File: config.mk
export PLATFORM = sky130hd
export DESIGN_NAME = smt_lib_token_lexer_unit_flat
export DESIGN_NICKNAME = d
export VERILOG_FILES = /design/src/rtl/smt_lex_pkg.sv /design/src/rtl/smt_lex_if.sv /design/src/rtl/smt_lex_step.sv /design/src/rtl/smt_lex_outq.sv /design/src/rtl/smt_lib_token_lexer_unit.sv /design/src/flat_wrapper.sv
export SDC_FILE = /design/constraint.sdc
export NUM_CORES = 1
export LEC_CHECK = 0
export BUFFER_PORTS_ARGS = -buffer_cell sky130_fd_sc_hd__buf_4
export CORE_MARGIN = 10
export CORE_UTILIZATION = 62
export CTS_CLUSTER_SIZE = 16
export DETAILED_ROUTE_END_ITERATION = 10
export GPL_TIMING_DRIVEN = 0
export PLACE_DENSITY_LB_ADDON = 0.25
export SETUP_SLACK_MARGIN = 0.1
export SLEW_MARGIN = 15
export SYNTH_ARGS = -nofsm -noshare
export SYNTH_HDL_FRONTEND = slang
export SYNTH_HIERARCHICAL = 1
export SYNTH_SLANG_ARGS = --single-unit
File: constraint.sdc
create_clock -name clk -period 8.85 [get_ports clk]
set_input_delay 1.3275 -clock clk [delete_from_list [all_inputs] [get_ports clk]]
set_output_delay 1.3275 -clock clk [all_outputs]
set_load 0.03 [all_outputs]
File: src/rtl/smt_lex_pkg.sv
// Shared types, character constants and classification functions for the
// SMT-LIB v2 token lexer. No dependencies; every other file imports this package.
package smt_lex_pkg;

  // Width of the saturating line counter.
  localparam int LINE_BITS = 32;

  // A single request never produces more than two results: a token
  // completion followed by the reprocessed byte's own event or by the EOF
  // token, or the two prefix bytes of a #b / #x numeral.
  localparam int MaxRes = 2;
  localparam int ResCntBits = $clog2(MaxRes + 1);

  // Depth of the result queue in front of the output port.
  localparam int QDepth = 4;
  localparam int QPtrBits = $clog2(QDepth);
  localparam int QCntBits = $clog2(QDepth + 1);

  typedef enum logic [1:0] {
    EV_TEXT  = 2'd0,
    EV_DONE  = 2'd1,
    EV_ERROR = 2'd2
  } lex_event_t;

  typedef enum logic [2:0] {
    TK_SYMBOL  = 3'd0,
    TK_KEYWORD = 3'd1,
    TK_NUMERAL = 3'd2,
    TK_STRING  = 3'd3,
    TK_OPEN    = 3'd4,
    TK_CLOSE   = 3'd5,
    TK_EOF     = 3'd6
  } lex_kind_t;

  typedef enum logic [2:0] {
    ER_BAD_CHAR   = 3'd0,
    ER_BAD_HASH   = 3'd1,
    ER_EOF_HASH   = 3'd2,
    ER_EOF_QUOTED = 3'd3,
    ER_EOF_STRING = 3'd4,
    ER_EMPTY_KW   = 3'd5
  } lex_err_t;

  typedef enum logic [0:0] {
    ACT_BYTE = 1'b0,
    ACT_EOF  = 1'b1
  } lex_action_t;

  typedef enum logic [10:0] {
    M_IDLE    = 11'b000_0000_0001,
    M_COMMENT = 11'b000_0000_0010,
    M_SYMBOL  = 11'b000_0000_0100,
    M_KEYWORD = 11'b000_0000_1000,
    M_DECIMAL = 11'b000_0001_0000,
    M_HASH    = 11'b000_0010_0000,
    M_BIN     = 11'b000_0100_0000,
    M_HEX     = 11'b000_1000_0000,
    M_QUOTED  = 11'b001_0000_0000,
    M_STRING  = 11'b010_0000_0000,
    M_STRQ    = 11'b100_0000_0000
  } lex_mode_t;

  localparam logic [7:0] CH_NL     = 8'h0A;
  localparam logic [7:0] CH_CR     = 8'h0D;
  localparam logic [7:0] CH_TAB    = 8'h09;
  localparam logic [7:0] CH_SPACE  = 8'h20;
  localparam logic [7:0] CH_NBSP   = 8'hA0;
  localparam logic [7:0] CH_SEMI   = 8'h3B;
  localparam logic [7:0] CH_LPAREN = 8'h28;
  localparam logic [7:0] CH_RPAREN = 8'h29;
  localparam logic [7:0] CH_BAR    = 8'h7C;
  localparam logic [7:0] CH_DQUOTE = 8'h22;
  localparam logic [7:0] CH_COLON  = 8'h3A;
  localparam logic [7:0] CH_HASH   = 8'h23;
  localparam logic [7:0] CH_DOT    = 8'h2E;
  localparam logic [7:0] CH_LOW_B  = 8'h62;
  localparam logic [7:0] CH_LOW_X  = 8'h78;
  localparam logic [7:0] CH_ZERO   = 8'h30;
  localparam logic [7:0] CH_ONE    = 8'h31;

  // One result as it leaves the block.
  typedef struct packed {
    lex_event_t  event_res;
    lex_kind_t   token_kind;
    logic        quoted;
    logic [7:0]  text_byte;
    logic [31:0] line_number;
    lex_err_t    error_code;
    logic        last;
  } lex_res_t;

  // Results of one request, handed from the step logic to the queue.
  typedef struct packed {
    logic [ResCntBits-1:0]    count;
    lex_res_t [MaxRes-1:0]    res;
  } lex_push_t;

  function automatic logic is_digit(input logic [7:0] c);
    return (c inside {[8'h30:8'h39]});
  endfunction

  function automatic logic is_hex(input logic [7:0] c);
    return (c inside {[8'h30:8'h39], [8'h41:8'h46], [8'h61:8'h66]});
  endfunction

  // Simple-symbol characters: letters, digits and ~!@$%^&*_-+=<>.?/
  function automatic logic is_sym(input logic [7:0] c);
    return (c inside {[8'h30:8'h39], [8'h41:8'h5A], [8'h61:8'h7A],
                      8'h7E, 8'h21, 8'h40, 8'h24, 8'h25, 8'h5E, 8'h26,
                      8'h2A, 8'h5F, 8'h2D, 8'h2B, 8'h3D, 8'h3C, 8'h3E,
                      8'h2E, 8'h3F, 8'h2F});
  endfunction

  function automatic lex_res_t mk_text(input logic [7:0] b);
    lex_res_t r;
    r = '0;
    r.event_res = EV_TEXT;
    r.text_byte = b;
    return r;
  endfunction

  function automatic lex_res_t mk_done(input lex_kind_t k, input logic q,
                                       input logic [31:0] line);
    lex_res_t r;
    r = '0;
    r.event_res   = EV_DONE;
    r.token_kind  = k;
    r.quoted      = q;
    r.line_number = line;
    return r;
  endfunction

  function automatic lex_res_t mk_err(input lex_err_t e, input logic [31:0] line);
    lex_res_t r;
    r = '0;
    r.event_res   = EV_ERROR;
    r.error_code  = e;
    r.line_number = line;
    return r;
  endfunction

endpackage

File: src/rtl/smt_lex_if.sv
// Valid/ready channel interfaces for the lexer's request and result sides.
// Depends on smt_lex_pkg for the payload types.
interface smt_lex_in_if;
  import smt_lex_pkg::*;
  logic        valid;
  logic        ready;
  logic        action;
  logic [7:0]  in_byte;

  modport source (output valid, action, in_byte, input ready);
  modport sink   (input valid, action, in_byte, output ready);
endinterface

interface smt_lex_out_if;
  import smt_lex_pkg::*;
  logic        valid;
  logic        ready;
  logic [1:0]  event_res;
  logic [2:0]  token_kind;
  logic        quoted;
  logic [7:0]  text_byte;
  logic [31:0] line_number;
  logic [2:0]  error_code;
  logic        last;

  modport source (output valid, event_res, token_kind, quoted, text_byte,
                  line_number, error_code, last, input ready);
  modport sink   (input valid, event_res, token_kind, quoted, text_byte,
                  line_number, error_code, last, output ready);
endinterface

File: src/rtl/smt_lex_step.sv
// Lexer state registers and the single-pass step logic for one request.
// Depends on smt_lex_pkg.
module smt_lex_step import smt_lex_pkg::*; (
  input  logic       clk,
  input  logic       rst_n,
  input  logic       advance,
  input  logic       action,
  input  logic [7:0] in_byte,
  output lex_push_t  push
);

  lex_mode_t            mode_r, mode_nxt;
  logic [LINE_BITS-1:0] line_r, line_nxt;
  logic                 kw_r, kw_nxt;
  logic                 halt_r, halt_nxt;

  logic [31:0]          line_out;
  logic                 line_inc;
  logic                 redo;
  logic [ResCntBits-1:0] n;
  lex_res_t [MaxRes-1:0] res_v;

  assign line_out = 32'(line_r);

  always_comb begin
    mode_nxt = mode_r;
    kw_nxt   = kw_r;
    halt_nxt = halt_r;
    line_inc = 1'b0;
    redo     = 1'b0;
    n        = '0;
    res_v    = '0;

    if (!halt_r) begin
      if (action == ACT_EOF) begin
        case (mode_r)
          M_SYMBOL: begin
            res_v[n[0]] = mk_done(TK_SYMBOL, 1'b0, line_out); n = n + 1'b1;
          end
          M_DECIMAL, M_BIN, M_HEX: begin
            res_v[n[0]] = mk_done(TK_NUMERAL, 1'b0, line_out); n = n + 1'b1;
          end
          M_STRQ: begin
            res_v[n[0]] = mk_done(TK_STRING, 1'b0, line_out); n = n + 1'b1;
          end
          M_KEYWORD: begin
            if (!kw_r) begin
              res_v[n[0]] = mk_err(ER_EMPTY_KW, line_out); n = n + 1'b1;
              halt_nxt = 1'b1;
            end else begin
              res_v[n[0]] = mk_done(TK_KEYWORD, 1'b0, line_out); n = n + 1'b1;
            end
          end
          M_HASH: begin
            res_v[n[0]] = mk_err(ER_EOF_HASH, line_out); n = n + 1'b1;
            halt_nxt = 1'b1;
          end
          M_QUOTED: begin
            res_v[n[0]] = mk_err(ER_EOF_QUOTED, line_out); n = n + 1'b1;
            halt_nxt = 1'b1;
          end
          M_STRING: begin
            res_v[n[0]] = mk_err(ER_EOF_STRING, line_out); n = n + 1'b1;
            halt_nxt = 1'b1;
          end
          default: begin
          end
        endcase
        if (!halt_nxt) begin
          mode_nxt = M_IDLE;
          res_v[n[0]] = mk_done(TK_EOF, 1'b0, line_out); n = n + 1'b1;
        end
      end else begin
        case (mode_r)
          M_COMMENT: begin
            if (in_byte == CH_NL) begin
              line_inc = 1'b1;
              mode_nxt = M_IDLE;
            end
          end
          M_SYMBOL: begin
            if (is_sym(in_byte)) begin
              res_v[n[0]] = mk_text(in_byte); n = n + 1'b1;
            end else begin
              res_v[n[0]] = mk_done(TK_SYMBOL, 1'b0, line_out); n = n + 1'b1;
              redo = 1'b1;
            end
          end
          M_KEYWORD: begin
            if (is_sym(in_byte)) begin
              res_v[n[0]] = mk_text(in_byte); n = n + 1'b1;
              kw_nxt = 1'b1;
            end else if (!kw_r) begin
              res_v[n[0]] = mk_err(ER_EMPTY_KW, line_out); n = n + 1'b1;
              halt_nxt = 1'b1;
            end else begin
              res_v[n[0]] = mk_done(TK_KEYWORD, 1'b0, line_out); n = n + 1'b1;
              redo = 1'b1;
            end
          end
          M_DECIMAL: begin
            if (is_digit(in_byte) || in_byte == CH_DOT) begin
              res_v[n[0]] = mk_text(in_byte); n = n + 1'b1;
            end else begin
              res_v[n[0]] = mk_done(TK_NUMERAL, 1'b0, line_out); n = n + 1'b1;
              redo = 1'b1;
            end
          end
          M_HASH: begin
            if (in_byte == CH_LOW_B || in_byte == CH_LOW_X) begin
              res_v[0] = mk_text(CH_HASH);
              res_v[1] = mk_text(in_byte);
              n = 2'(MaxRes);
              mode_nxt = (in_byte == CH_LOW_B) ? M_BIN : M_HEX;
            end else begin
              res_v[n[0]] = mk_err(ER_BAD_HASH, line_out); n = n + 1'b1;
              halt_nxt = 1'b1;
            end
          end
          M_BIN: begin
            if (in_byte == CH_ZERO || in_byte == CH_ONE) begin
              res_v[n[0]] = mk_text(in_byte); n = n + 1'b1;
            end else begin
              res_v[n[0]] = mk_done(TK_NUMERAL, 1'b0, line_out); n = n + 1'b1;
              redo = 1'b1;
            end
          end
          M_HEX: begin
            if (is_hex(in_byte)) begin
              res_v[n[0]] = mk_text(in_byte); n = n + 1'b1;
            end else begin
              res_v[n[0]] = mk_done(TK_NUMERAL, 1'b0, line_out); n = n + 1'b1;
              redo = 1'b1;
            end
          end
          M_QUOTED: begin
            if (in_byte == CH_BAR) begin
              res_v[n[0]] = mk_done(TK_SYMBOL, 1'b1, line_out); n = n + 1'b1;
              mode_nxt = M_IDLE;
            end else begin
              res_v[n[0]] = mk_text(in_byte); n = n + 1'b1;
              line_inc = (in_byte == CH_NL);
            end
          end
          M_STRING: begin
            if (in_byte == CH_DQUOTE) begin
              mode_nxt = M_STRQ;
            end else begin
              res_v[n[0]] = mk_text(in_byte); n = n + 1'b1;
            end
          end
          M_STRQ: begin
            if (in_byte == CH_DQUOTE) begin
              res_v[n[0]] = mk_text(CH_DQUOTE); n = n + 1'b1;
              mode_nxt = M_STRING;
            end else begin
              res_v[n[0]] = mk_done(TK_STRING, 1'b0, line_out); n = n + 1'b1;
              redo = 1'b1;
            end
          end
          default: redo = 1'b1;
        endcase

        // The byte that ended a token is looked at again as the first byte
        // after it, with the idle-mode rules.
        if (redo) begin
          mode_nxt = M_IDLE;
          case (in_byte)
            CH_NL: line_inc = 1'b1;
            CH_SPACE, CH_CR, CH_TAB, CH_NBSP: begin
            end
            CH_SEMI: mode_nxt = M_COMMENT;
            CH_LPAREN: begin
              res_v[n[0]] = mk_done(TK_OPEN, 1'b0, line_out); n = n + 1'b1;
            end
            CH_RPAREN: begin
              res_v[n[0]] = mk_done(TK_CLOSE, 1'b0, line_out); n = n + 1'b1;
            end
            CH_BAR:    mode_nxt = M_QUOTED;
            CH_DQUOTE: mode_nxt = M_STRING;
            CH_COLON: begin
              mode_nxt = M_KEYWORD;
              kw_nxt   = 1'b0;
            end
            CH_HASH: mode_nxt = M_HASH;
            default: begin
              if (is_digit(in_byte)) begin
                res_v[n[0]] = mk_text(in_byte); n = n + 1'b1;
                mode_nxt = M_DECIMAL;
              end else if (is_sym(in_byte)) begin
                res_v[n[0]] = mk_text(in_byte); n = n + 1'b1;
                mode_nxt = M_SYMBOL;
              end else begin
                res_v[n[0]] = mk_err(ER_BAD_CHAR, line_out); n = n + 1'b1;
                halt_nxt = 1'b1;
              end
            end
          endcase
        end
      end
    end

    // Flag the final result of this request.
    if (n != '0) begin
      res_v[n == 2'(MaxRes)].last = 1'b1;
    end
  end

  // Every emit above reports the line as it was before this request.
  assign line_nxt = (line_inc && line_r != '1) ? line_r + 1'b1 : line_r;

  assign push.count = n;
  assign push.res   = res_v;

  always_ff @(posedge clk) begin
    if (!rst_n) begin
      mode_r <= M_IDLE;
      line_r <= LINE_BITS'(1);
      kw_r   <= 1'b0;
      halt_r <= 1'b0;
    end else if (advance) begin
      mode_r <= mode_nxt;
      line_r <= line_nxt;
      kw_r   <= kw_nxt;
      halt_r <= halt_nxt;
    end
  end

endmodule

File: src/rtl/smt_lex_outq.sv
// Result queue: takes up to two results per cycle, hands one per cycle to
// the output channel while it is ready. Depends on smt_lex_pkg and smt_lex_if.
module smt_lex_outq import smt_lex_pkg::*; (
  input  logic             clk,
  input  logic             rst_n,
  input  logic             push_en,
  input  lex_push_t        push,
  output logic             has_room,
  smt_lex_out_if.source    out_chan
);

  lex_res_t              q_mem [QDepth];
  logic [QPtrBits-1:0]   wr_ptr_r, wr_ptr_nxt;
  logic [QPtrBits-1:0]   rd_ptr_r, rd_ptr_nxt;
  logic [QCntBits-1:0]   cnt_r, cnt_nxt;
  logic                  pop;
  logic [ResCntBits-1:0] push_n;
  lex_res_t              head;

  assign push_n   = push_en ? push.count : '0;
  assign has_room = (cnt_r <= QCntBits'(QDepth - MaxRes));
  assign pop      = (cnt_r != '0) && out_chan.ready;

  assign wr_ptr_nxt = wr_ptr_r + QPtrBits'(push_n);
  assign rd_ptr_nxt = rd_ptr_r + QPtrBits'(pop);
  assign cnt_nxt    = cnt_r + QCntBits'(push_n) - QCntBits'(pop);

  always_ff @(posedge clk) begin
    for (int i = 0; i < MaxRes; i++) begin
      if (ResCntBits'(i) < push_n) begin
        q_mem[wr_ptr_r + QPtrBits'(i)] <= push.res[i];
      end
    end
  end

  always_ff @(posedge clk) begin
    if (!rst_n) begin
      wr_ptr_r <= '0;
      rd_ptr_r <= '0;
      cnt_r    <= '0;
    end else begin
      wr_ptr_r <= wr_ptr_nxt;
      rd_ptr_r <= rd_ptr_nxt;
      cnt_r    <= cnt_nxt;
    end
  end

  assign head = q_mem[rd_ptr_r];

  assign out_chan.valid       = (cnt_r != '0);
  assign out_chan.event_res   = head.event_res;
  assign out_chan.token_kind  = head.token_kind;
  assign out_chan.quoted      = head.quoted;
  assign out_chan.text_byte   = head.text_byte;
  assign out_chan.line_number = head.line_number;
  assign out_chan.error_code  = head.error_code;
  assign out_chan.last        = head.last;

endmodule

File: src/rtl/smt_lib_token_lexer_unit.sv
// Top level of the SMT-LIB v2 token lexer: input register, step logic and
// result queue. Depends on smt_lex_pkg, smt_lex_if, smt_lex_step, smt_lex_outq.
// A request goes from the input register into the result queue, where its first
// result waits to be taken. Throughput: one request per cycle while each yields
// at most one result and out_chan is ready; results leave one per cycle on ready.
// Reset (rst_n, synchronous, active low): idle mode, line 1, not halted, queue empty.
module smt_lib_token_lexer_unit import smt_lex_pkg::*; (
  input  logic          clk,
  input  logic          rst_n,
  smt_lex_in_if.sink    in_chan,
  smt_lex_out_if.source out_chan
);

  // The input register holds one request. It is handed to the step logic
  // and its results go into the queue in the same cycle, as long as the
  // queue can take the largest burst a request can produce. A new request
  // is taken whenever the register is empty or is being drained.
  logic       in_v_r;
  logic       in_action_r;
  logic [7:0] in_byte_r;
  logic       advance;
  logic       room;
  lex_push_t  push;

  assign advance       = in_v_r && room;
  assign in_chan.ready = !in_v_r || advance;

  always_ff @(posedge clk) begin
    if (!rst_n) begin
      in_v_r <= 1'b0;
    end else if (in_chan.ready) begin
      in_v_r <= in_chan.valid;
    end
  end

  // Payload needs no reset; it is only looked at while in_v_r is set.
  always_ff @(posedge clk) begin
    if (in_chan.ready && in_chan.valid) begin
      in_action_r <= in_chan.action;
      in_byte_r   <= in_chan.in_byte;
    end
  end

  // Mode, line counter and halt flag live in the step block and advance
  // only when a request is handed over. A halted lexer still consumes
  // requests but produces no results.
  smt_lex_step u_step (
    .clk     (clk),
    .rst_n   (rst_n),
    .advance (advance),
    .action  (in_action_r),
    .in_byte (in_byte_r),
    .push    (push)
  );

  // The queue decouples the two sides so a stalled consumer does not stop
  // requests from being taken until the queue fills.
  smt_lex_outq u_outq (
    .clk      (clk),
    .rst_n    (rst_n),
    .push_en  (advance),
    .push     (push),
    .has_room (room),
    .out_chan (out_chan)
  );

endmodule
File: src/flat_wrapper.sv
// flat-port wrapper written by rule: the top's interface ports become plain ports
module smt_lib_token_lexer_unit_flat import smt_lex_pkg::*;
  (clk, rst_n, in_chan_valid, in_chan_action, in_chan_in_byte, in_chan_ready, out_chan_valid, out_chan_event_res, out_chan_token_kind, out_chan_quoted, out_chan_text_byte, out_chan_line_number, out_chan_error_code, out_chan_last, out_chan_ready);
  smt_lex_in_if in_chan_i ();
  smt_lex_out_if out_chan_i ();
  input  logic clk;
  input  logic rst_n;
  input wire logic [$bits(in_chan_i.valid)-1:0] in_chan_valid;
  input wire logic [$bits(in_chan_i.action)-1:0] in_chan_action;
  input wire logic [$bits(in_chan_i.in_byte)-1:0] in_chan_in_byte;
  output wire logic [$bits(in_chan_i.ready)-1:0] in_chan_ready;
  output wire logic [$bits(out_chan_i.valid)-1:0] out_chan_valid;
  output wire logic [$bits(out_chan_i.event_res)-1:0] out_chan_event_res;
  output wire logic [$bits(out_chan_i.token_kind)-1:0] out_chan_token_kind;
  output wire logic [$bits(out_chan_i.quoted)-1:0] out_chan_quoted;
  output wire logic [$bits(out_chan_i.text_byte)-1:0] out_chan_text_byte;
  output wire logic [$bits(out_chan_i.line_number)-1:0] out_chan_line_number;
  output wire logic [$bits(out_chan_i.error_code)-1:0] out_chan_error_code;
  output wire logic [$bits(out_chan_i.last)-1:0] out_chan_last;
  input wire logic [$bits(out_chan_i.ready)-1:0] out_chan_ready;
  assign in_chan_i.valid = in_chan_valid;
  assign in_chan_i.action = in_chan_action;
  assign in_chan_i.in_byte = in_chan_in_byte;
  assign in_chan_ready = in_chan_i.ready;
  assign out_chan_valid = out_chan_i.valid;
  assign out_chan_event_res = out_chan_i.event_res;
  assign out_chan_token_kind = out_chan_i.token_kind;
  assign out_chan_quoted = out_chan_i.quoted;
  assign out_chan_text_byte = out_chan_i.text_byte;
  assign out_chan_line_number = out_chan_i.line_number;
  assign out_chan_error_code = out_chan_i.error_code;
  assign out_chan_last = out_chan_i.last;
  assign out_chan_i.ready = out_chan_ready;
  smt_lib_token_lexer_unit u_core (.clk(clk), .rst_n(rst_n), .in_chan(in_chan_i), .out_chan(out_chan_i));
endmodule
==> impl_metrics.yaml, run 1 <==
global_route:
  grt_pass1_wl_um: 58100
  grt_max_degree: 15
  antenna_found_initial: 0
  grt_pass1_vias: 10303
  grt_usage_pct: 23.9
  grt_overflow: 0
clock_network:
  cts_tree: "yes"
  clockBufferDepth: 3
  postCtsSetupBuffers: 0
  numCtsBuffers: 27
  holdBufCountCts: 0
  clock_sinks: 262
  clk_pin_slew_ns: 0.06
  h-tree-depth: 1
  cts_resized: 0
  clkLatencyLatePin_ns: 0.55
  clockRootBuffer: "clkbuf_16"
power:
  vdd_drop_max_v: 0.000179
  leakagePower_uw: 0.00648
  finalPower_uw: 3510
  cellPowerDensity_nw_per_um2: 208
floorplan:
  core_area_um2: 23500
  ios: 65
  start_util_pct: 62.9
  num_rows: 56
  die_y_um: 174
  die_w_um: 174
  die-area_um2: 30400
placement:
  placed_cell_area_um2: 16000
  hpwlAfterDp_um: 26000
  portBuffers: 64
  gp_congestion: 0.949
  dp.cells: 1545
timing:
  report.final.slew_viol_count: 0
  worst_pin_slew_ns: 1.05
  setup_viol: 0
  hold_violations: 0
  period_minus_slack_ns: 5.28
  fin_worst_skew_ns: 0.00881
  fmax_mhz: 190
  holdWs_ns: 0.470
  maxSlewHeadroom_pct: 29.0
  rsz0062_at_grt: "no"
  period_share_pct: 59.6
run:
  maxCapViolCount: 0
detailed_routing:
  drc: 0
  final_antenna_net_count: 0
  wirelength_um: 37000
  wl_per_cell_um: 23.2
  via_per_inst: 6.27
  dr.pass1.iters: 5
  drtIter0Drc: 1021
  vias: 10003
synth:
  avgSynthCellArea_um2: 13.0
  async_flop_share_pct: 0
  yosysWarningCount: 6
  synth_cells: 1135
  synth_seq_cells: 262
  synth_area_leaders: "edfxtp_1, mux2_2, mux4_2"
  synth_flop_cell: "edfxtp_1"
  syn_area_um2: 14800
  synth_top_area_share_pct: 42.5
  ys_seq_area_share_pct: 49.7
  yosysUniqueCellTypes: 78
  yosys.area.top_type: "edfxtp_1"
  synth_edf_count: 209
final_layout:
  finalInstanceArea_um2: 16900
  layout_commonest_cell: "edfxtp_1"
  final_cell_mix: "edfxtp_1, mux2_2, buf_4, and2_1, nand2_1"
  fin_nets: 1275
  diodes: 0
  area_delta_synth_final_pct: 14.3
  drive_gt1_share_pct: 35.0
  fin_cells: 1595
setup_path:
  cp.arrival_ns: 5.57
  start_kind: "flop"
  crit_fanout: 10
  crit_path_cell_trace: "clkbuf_1 > nand4bb_1 > a21oi_1 > nor4_1 > nand3b_1 > a31oi_2 > a21oi_1 > nor3_1 > nand2_1 > nor3_1 > buf_2 > mux2_2"
  cp-end-kind: "flop"
  cpPeakStageDelay_ns: 0.81
  critPathKind: "reg2reg"
  worst_ep_required_time_ns: 9.14
  critical_path.slowest_cell: "nor4_1"
hold_path:
  min_path_type: "reg2reg"
outcome:
  status: "complete, no violations"
[synthesized netlist by cell type (all sizes together), types with 3 or more instances]
cell    count
nand2b     20
o31ai       4
o21a        7
nor2b      40
nor3b      11
nand2      54
o21ai      16
edfxtp    209
a22o        5
mux2i      13
nand3b      4
and2       72
nand4      18
nor2       41
nor3       39
dfxtp      53
ha          6
a21oi      19
buf        49
a32o        4
or2         4
mux2      200
a31oi       4
xnor2      10
inv        15
or3         9
or4b        3
nor4       12
and4        4
xor2       23
a221oi      4
and3       12
clkbuf     32
a211oi      6
mux4       50
nand3      28
o311ai      3
nor4b       4
[registers in the layout (all words and copies together), names as in the netlist]
signal	count
u_core/u_step/halt_r	1
u_core/u_step/line_out	32
u_core/u_step/mode_r	11
u_core/in_byte_r	8
u_core/u_outq/wr_ptr_r	2
u_core/u_outq/cnt_r	3
u_core/in_action_r	1
u_core/u_outq/q_mem	200
u_core/in_v_r	1
u_core/u_outq/rd_ptr_r	2
u_core/u_step/kw_r	1
[worst max-delay path: cells and delay by family (launching register included)]
family	cells	cell delay [ns]
DFF	1	0.34
buffers and inverters	2	0.82
and+or+nand+nor	6	2.84
AOI/OAI and AO/OA	3	0.63
muxes	1	0.39
[layer usage]
layer / vias up / global-route usage, % / wire, um
li1: 4543 / - / -
met1: 4993 / 32.0 / 15700
met2: 402 / 39.8 / 17900
met3: 65 / 3.58 / 2490
met4: 0 / 6.34 / 903
met5: - / 0 / 0
[final timing paths]
check	startpoint	to	slack [ns]	cells after the start
setup / recovery	u_core/in_byte_r[7]$_DFFE_PP_	u_core/u_outq/q_mem[1][44]$_DFFE_PP_	3.57	12
hold / removal	u_core/u_step/line_out[27]$_SDFFE_PN0P_	u_core/u_step/line_out[27]$_SDFFE_PN0P_	0.47	2
setup reg to reg	u_core/in_byte_r[7]$_DFFE_PP_	u_core/u_outq/q_mem[1][44]$_DFFE_PP_	3.57	12
hold reg to reg	u_core/u_step/line_out[27]$_SDFFE_PN0P_	u_core/u_step/line_out[27]$_SDFFE_PN0P_	0.47	2
[through the flow]
step,setup TNS [ns],setup slack (ns),utilization [%]
floorplan,0,1.90,-
global placement,-393.82,-2.07,66.7
detailed placement,0,3.82,68.0
CTS,0,3.80,71.9
global route,0,3.24,71.9
finish,0,3.57,71.9
[cells by family after synthesis]
kind of cell / share of synthesized area (%)
flip-flops: 49.7
XOR/XNOR: 1.96
other: 0.0254
AND/OR/NAND/NOR: 14.8
AO/OA/AOI/OAI: 4.47
adder cells (fa/ha/maj): 0.644
multiplexers: 25.0
buffers and inverters: 3.37
[layout make-up]
| type | instances | area, um^2 |
|---|---|---|
| clock buffer | 39 | 823 |
| timing repair buffer | 87 | 744 |
| sequential | 262 | 7340 |
| clock inverter | 11 | 90.1 |
| fill | 1573 | 6600 |
| inverter | 16 | 60.1 |
| tap | 319 | 399 |
| buffer | 81 | 438 |
| multi-input combinational | 780 | 6980 |
[report_power, final]
| part | total (uW) | internal (uW) | switching, uW |
|---|---|---|---|
| clock | 1160 | 676 | 479 |
| combinational | 931 | 389 | 542 |
| sequential | 1430 | 1400 | 25.3 |
| total | 3510 | 2470 | 1050 |
(Power assumes the default switching activity.)
==> inputs of run 2 (changes only) <==
- CORE_UTILIZATION: 62 -> 56
- clock period: 8.85 -> 4.8 ns (I/O delays scaled with it)
==> run 2 against run 1 <==
Compared with the run above:
- clock power is 88% higher
- cell count is 1.4% higher
- critical path depth is 3 higher
- setup slack worse by 3.2 ns
- worst hold slack worse by 0.12 ns
- critical path type unchanged
- largest cell class unchanged
- largest power group unchanged
==> impl_metrics.yaml, run 2 (synthesis gave the netlist of run 1 again) <==
power:
  pwr-share-clk_pct: 33.4
  finalPower_uw: 6520
  leakagePower_uw: 0.00653
  vdd_drop_max_v: 0.000305
  power_switching_uw: 1910
  cellPowerDensity_nw_per_um2: 382
  comb_power_share_pct: 26.3
  p_sw_share_pct: 29.3
  internal_power_uw: 4610
  seqPwrFrac_pct: 40.3
hold_path:
  hp-start: "in_chan_in_byte[4]"
  min_path_type: "in2reg"
timing:
  worst_pin_slew_ns: 0.818
  rsz0062_at_grt: "no"
  fin_worst_skew_ns: 0.0129
  setup_viol: 0
  hold_violations: 0
  period_minus_slack_ns: 4.47
  report.final.slew_viol_count: 0
  period_share_pct: 93.1
  maxSlewHeadroom_pct: 45.1
  fmax_mhz: 224
setup_path:
  worstSetupStartpoint: "u_core/in_byte_r[4]$_DFFE_PP_"
  cp-endpoint: "u_core/u_outq/q_mem[0][14]$_DFFE_PP_"
  cp-end-kind: "flop"
  rr_startpoint: "u_core/in_byte_r[4]$_DFFE_PP_"
  rrSetupSlack_ns: 0.33
  crit_fanout: 14
  worst_ep_required_time_ns: 5.06
  critPathKind: "reg2reg"
  cp.arrival_ns: 4.73
  start_kind: "flop"
  reg2reg_to: "u_core/u_outq/q_mem[0][14]$_DFFE_PP_"
  ff2ff_path_depth: 15
detailed_routing:
  dr.pass1.iters: 5
  drtIter0Drc: 917
  final_antenna_net_count: 0
  wl_per_cell_um: 22.6
  vias: 9934
  drc: 0
  via_per_inst: 6.14
  wirelength_um: 36500
outcome:
  status: "complete, no violations"
floorplan:
  die_y_um: 182
  die_w_um: 182
  core_area_um2: 26000
  ios: 65
  die-area_um2: 33300
  start_util_pct: 56.8
  num_rows: 59
clock_network:
  clk_pin_slew_ns: 0.06
  cts_tree: "yes"
  numCtsBuffers: 28
  clockRootBuffer: "clkbuf_16"
  holdBufCountCts: 0
  h-tree-depth: 1
  clock_sinks: 262
  clockBufferDepth: 3
  clkLatencyLatePin_ns: 0.55
final_layout:
  area_delta_synth_final_pct: 15.5
  top_register: "u_core/u_outq/q_mem"
  fin_nets: 1281
  final_cell_mix: "edfxtp_1, mux2_2, buf_4, and2_1, nand2_1"
  fin_cells: 1618
  diodes: 0
  drive_gt1_share_pct: 35.5
  finalInstanceArea_um2: 17100
  largest_reg_flops: 200
  layout_commonest_cell: "edfxtp_1"
  num-fill-cells: 1906
placement:
  dp.cells: 1555
  placed_cell_area_um2: 16000
  hpwlAfterDp_um: 25600
  portBuffers: 64
  gp_congestion: 0.929
global_route:
  grt_overflow: 0
  grt_usage_pct: 21.5
  grt_pass1_vias: 9961
  antenna_found_initial: 0
  grt_pass1_wl_um: 57300
  grt_max_degree: 15
run:
  maxCapViolCount: 0
[run 2: through the flow]
stage               hold WS, ns  util, %  setup TNS (ns)  worst slack, ns
detailed placement        0.478     61.6           -5.08           -0.152
floorplan                 0.438        -          -61.66           -0.617
global placement          0.446     60.5         -464.94            -3.29
global route              0.339     65.6               0            0.172
finish                    0.355     65.6               0            0.332
CTS                       0.337     65.4               0            0.154
[run 2: critical path: stages, from the launching register on]
cell      delay [ns]
edfxtp_1        0.35
buf_2           0.19
or4b_1          0.52
buf_2           0.18
nor2_2          0.30
nor2_1          0.18
a211oi_4        0.45
a31oi_2         0.22
xnor2_1         0.19
nand2_1         0.08
a21oi_2         0.25
buf_4           0.16
o21ai_0         0.23
o31ai_4         0.44
buf_6           0.26
buf_6           0.17
[run 2: how the worst min path moves through the flow]
| stage | slack [ns] | depth (start not counted) | endpoint |
|---|---|---|---|
| 2_1_floorplan | 0.44 | 2 | u_core/u_step/line_out[27]$_SDFFE_PN0P_ |
| 3_3_place_gp | 0.45 | 2 | u_core/u_step/line_out[27]$_SDFFE_PN0P_ |
| 3_5_place_dp | 0.48 | 2 | u_core/u_step/line_out[27]$_SDFFE_PN0P_ |
| 4_1_cts | 0.34 | 1 | u_core/in_byte_r[0]$_DFFE_PP_ |
| 5_1_grt | 0.34 | 1 | u_core/in_byte_r[1]$_DFFE_PP_ |
| 6_report | 0.35 | 1 | u_core/in_byte_r[4]$_DFFE_PP_ |
[run 2: timing repair]
item	CTS	global route
resized for setup	2	5
pin swaps	3	2
hold endpoints to repair	0	0
setup endpoints to repair	139	215
buffers inserted	6	5
[run 2: power by group through the flow]
stage / clock network [uW] / logic [uW] / registers (uW)
5_1_grt: 2300 / 1830 / 2640
3_3_place_gp: 0 / 1660 / 2690
6_report: 2180 / 1710 / 2630
2_1_floorplan: 0 / 1160 / 2670
4_1_cts: 2210 / 1730 / 2630
3_5_place_dp: 0 / 1710 / 2680
[run 2: layout make-up]
cell class              instances  area, um^2  share of cell area, %
clock inverters                15         183                   1.07
flip-flops and latches        262        7340                   43.0
inverters                      16        60.1                  0.352
plain buffers                  81         438                   2.57
repair buffers                 92         845                   4.95
clock buffers                  37         744                   4.36
multi-input cells             780        7030                   41.2
well taps                     335         419                   2.46
[run 2: routing by layer]
metal	vias to the layer above	track usage, %	wire, um
li1	4560	-	-
met1	4979	29.5	16000
met2	342	34.1	17100
met3	53	3.86	2520
met4	0	6.44	852
met5	-	0	0
==> inputs of run 3 (changes only) <==
- CORE_UTILIZATION: 56 -> 62
- clock period: 4.8 -> 5.07 ns (I/O delays scaled with it)
==> run 3 against run 2 <==
Compared with the run above:
- sequential cell count unchanged
- final area shrank 1.1%
- critical path depth fell by 1
- critical path type unchanged
- critical endpoint is now u_core/u_outq/q_mem[0][11]$_DFFE_PP_
- largest cell class unchanged
==> impl_metrics.yaml, run 3 (synthesis gave the netlist of run 1 again) <==
setup_path:
  worst_ep_required_time_ns: 5.31
  cp-end-kind: "flop"
  crit_fanout: 13
  critPathKind: "reg2reg"
  start_kind: "flop"
  cp.arrival_ns: 4.99
clock_network:
  cts_tree: "yes"
  clockRootBuffer: "clkbuf_16"
  clockBufferDepth: 3
  h-tree-depth: 1
  clkLatencyLatePin_ns: 0.54
  clock_sinks: 262
  clk_pin_slew_ns: 0.06
  numCtsBuffers: 28
  postCtsSetupBuffers: 0
power:
  leakagePower_uw: 0.00644
  cellPowerDensity_nw_per_um2: 359
  vdd_drop_max_v: 0.000340
placement:
  place_ws_ns: 0.121
  hpwlAfterDp_um: 25400
  dp.cells: 1538
  gp_congestion: 0.941
  portBuffers: 64
timing:
  fmax_mhz: 211
  worst_pin_slew_ns: 0.799
  fin_worst_skew_ns: 0.0145
  period_minus_slack_ns: 4.75
  maxSlewHeadroom_pct: 46.7
  period_share_pct: 93.7
  setup_viol: 0
  rsz0062_at_grt: "no"
  worst_slack_ns: 0.320
  holdWs_ns: 0.399
  hold_violations: 0
  report.final.slew_viol_count: 0
final_layout:
  num-fill-cells: 1594
  area_delta_synth_final_pct: 14.3
  drive_gt1_share_pct: 34.7
  largest_reg_flops: 200
  fin_nets: 1269
  fin_cells: 1590
  multiInputGateArea_um2: 7030
  seq_area_um2: 7340
  diodes: 0
  layout_commonest_cell: "edfxtp_1"
  top_register: "u_core/u_outq/q_mem"
  final_cell_mix: "edfxtp_1, mux2_2, buf_4, and2_1, nand2_1"
detailed_routing:
  wirelength_um: 35600
  wl_per_cell_um: 22.4
  drc: 0
  final_antenna_net_count: 0
  dr.pass1.iters: 5
  via_per_inst: 6.24
  drtIter0Drc: 890
  vias: 9928
floorplan:
  die_y_um: 174
  start_util_pct: 62.9
  die_w_um: 174
  core_area_um2: 23500
  ios: 65
  die-area_um2: 30400
  num_rows: 56
global_route:
  antenna_found_initial: 0
  grt_pass1_vias: 9871
  grt_max_degree: 15
  grt_usage_pct: 22.9
  grt_overflow: 0
  grt_pass1_wl_um: 56000
hold_path:
  min_path_type: "in2reg"
run:
  maxCapViolCount: 0
outcome:
  status: "complete, no violations"
==> run 3: critical path, cell delays in order (launching register included) <==
cell	delay, ns
dfxtp_1	0.29
clkbuf_1	0.22
nor4_1	0.67
nand4_1	0.22
o32ai_1	0.42
a211oi_4	0.13
a31oi_2	0.35
a21oi_1	0.15
nor3_1	0.41
nand4_1	0.45
buf_2	0.38
o31ai_4	0.16
buf_8	0.23
buf_16	0.16
buf_8	0.17
==> run 3: where the power goes <==
group	switching, uW	leakage [uW]	internal, uW
logic	944	0.00363	679
clock network	803	0.000431	1140
registers	43.5	0.00238	2450
==> run 3: area by class of cell <==
class,instances,share of cell area [%]
Sequential cell,262,43.5
Multi-Input combinational cell,780,41.6
Clock inverter,18,0.756
Timing Repair Buffer,80,4.40
Buffer,81,2.60
Inverter,16,0.356
Clock buffer,34,4.41
Tap cell,319,2.37
==> run 3: repair_timing <==
item / in CTS / in global routing
gates resized for setup: 1 / 5
hold buffers: 0 / 0
hold endpoints to repair: 0 / 0
endpoints found under the setup margin: 50 / 145
==> run 3: worst paths after layout <==
path | to | from | slack [ns] | cells after the start
max | u_core/u_outq/q_mem[0][11]$_DFFE_PP_ | u_core/u_step/mode_r[9]$_SDFFE_PN0P_ | 0.32 | 14
min | u_core/in_byte_r[2]$_DFFE_PP_ | in_chan_in_byte[2] | 0.40 | 1
max reg2reg | u_core/u_outq/q_mem[0][11]$_DFFE_PP_ | u_core/u_step/mode_r[9]$_SDFFE_PN0P_ | 0.32 | 14
min reg2reg | u_core/u_step/line_out[27]$_SDFFE_PN0P_ | u_core/u_step/line_out[27]$_SDFFE_PN0P_ | 0.47 | 2
==> run 3: metal layers <==
layer / share of wire (%) / vias to the layer above / global-route usage [%]
met5: 0 / - / 0
met4: 2.6 / 0 / 6.84
met3: 7.0 / 74 / 3.21
met2: 47 / 403 / 36.9
met1: 43 / 4914 / 31.6
li1: - / 4537 / -
==> run 3: stage by stage <==
stage	area [um^2]	util (%)	setup TNS (ns)	total power, uW
6_report	16900	71.9	0	6050
5_1_grt	16900	71.9	0	6270
4_1_cts	16800	71.8	0	6090
3_5_place_dp	16000	68.0	0	4160
3_3_place_gp	15700	66.8	-379.76	4100
2_1_floorplan	14800	-	-34.66	3620
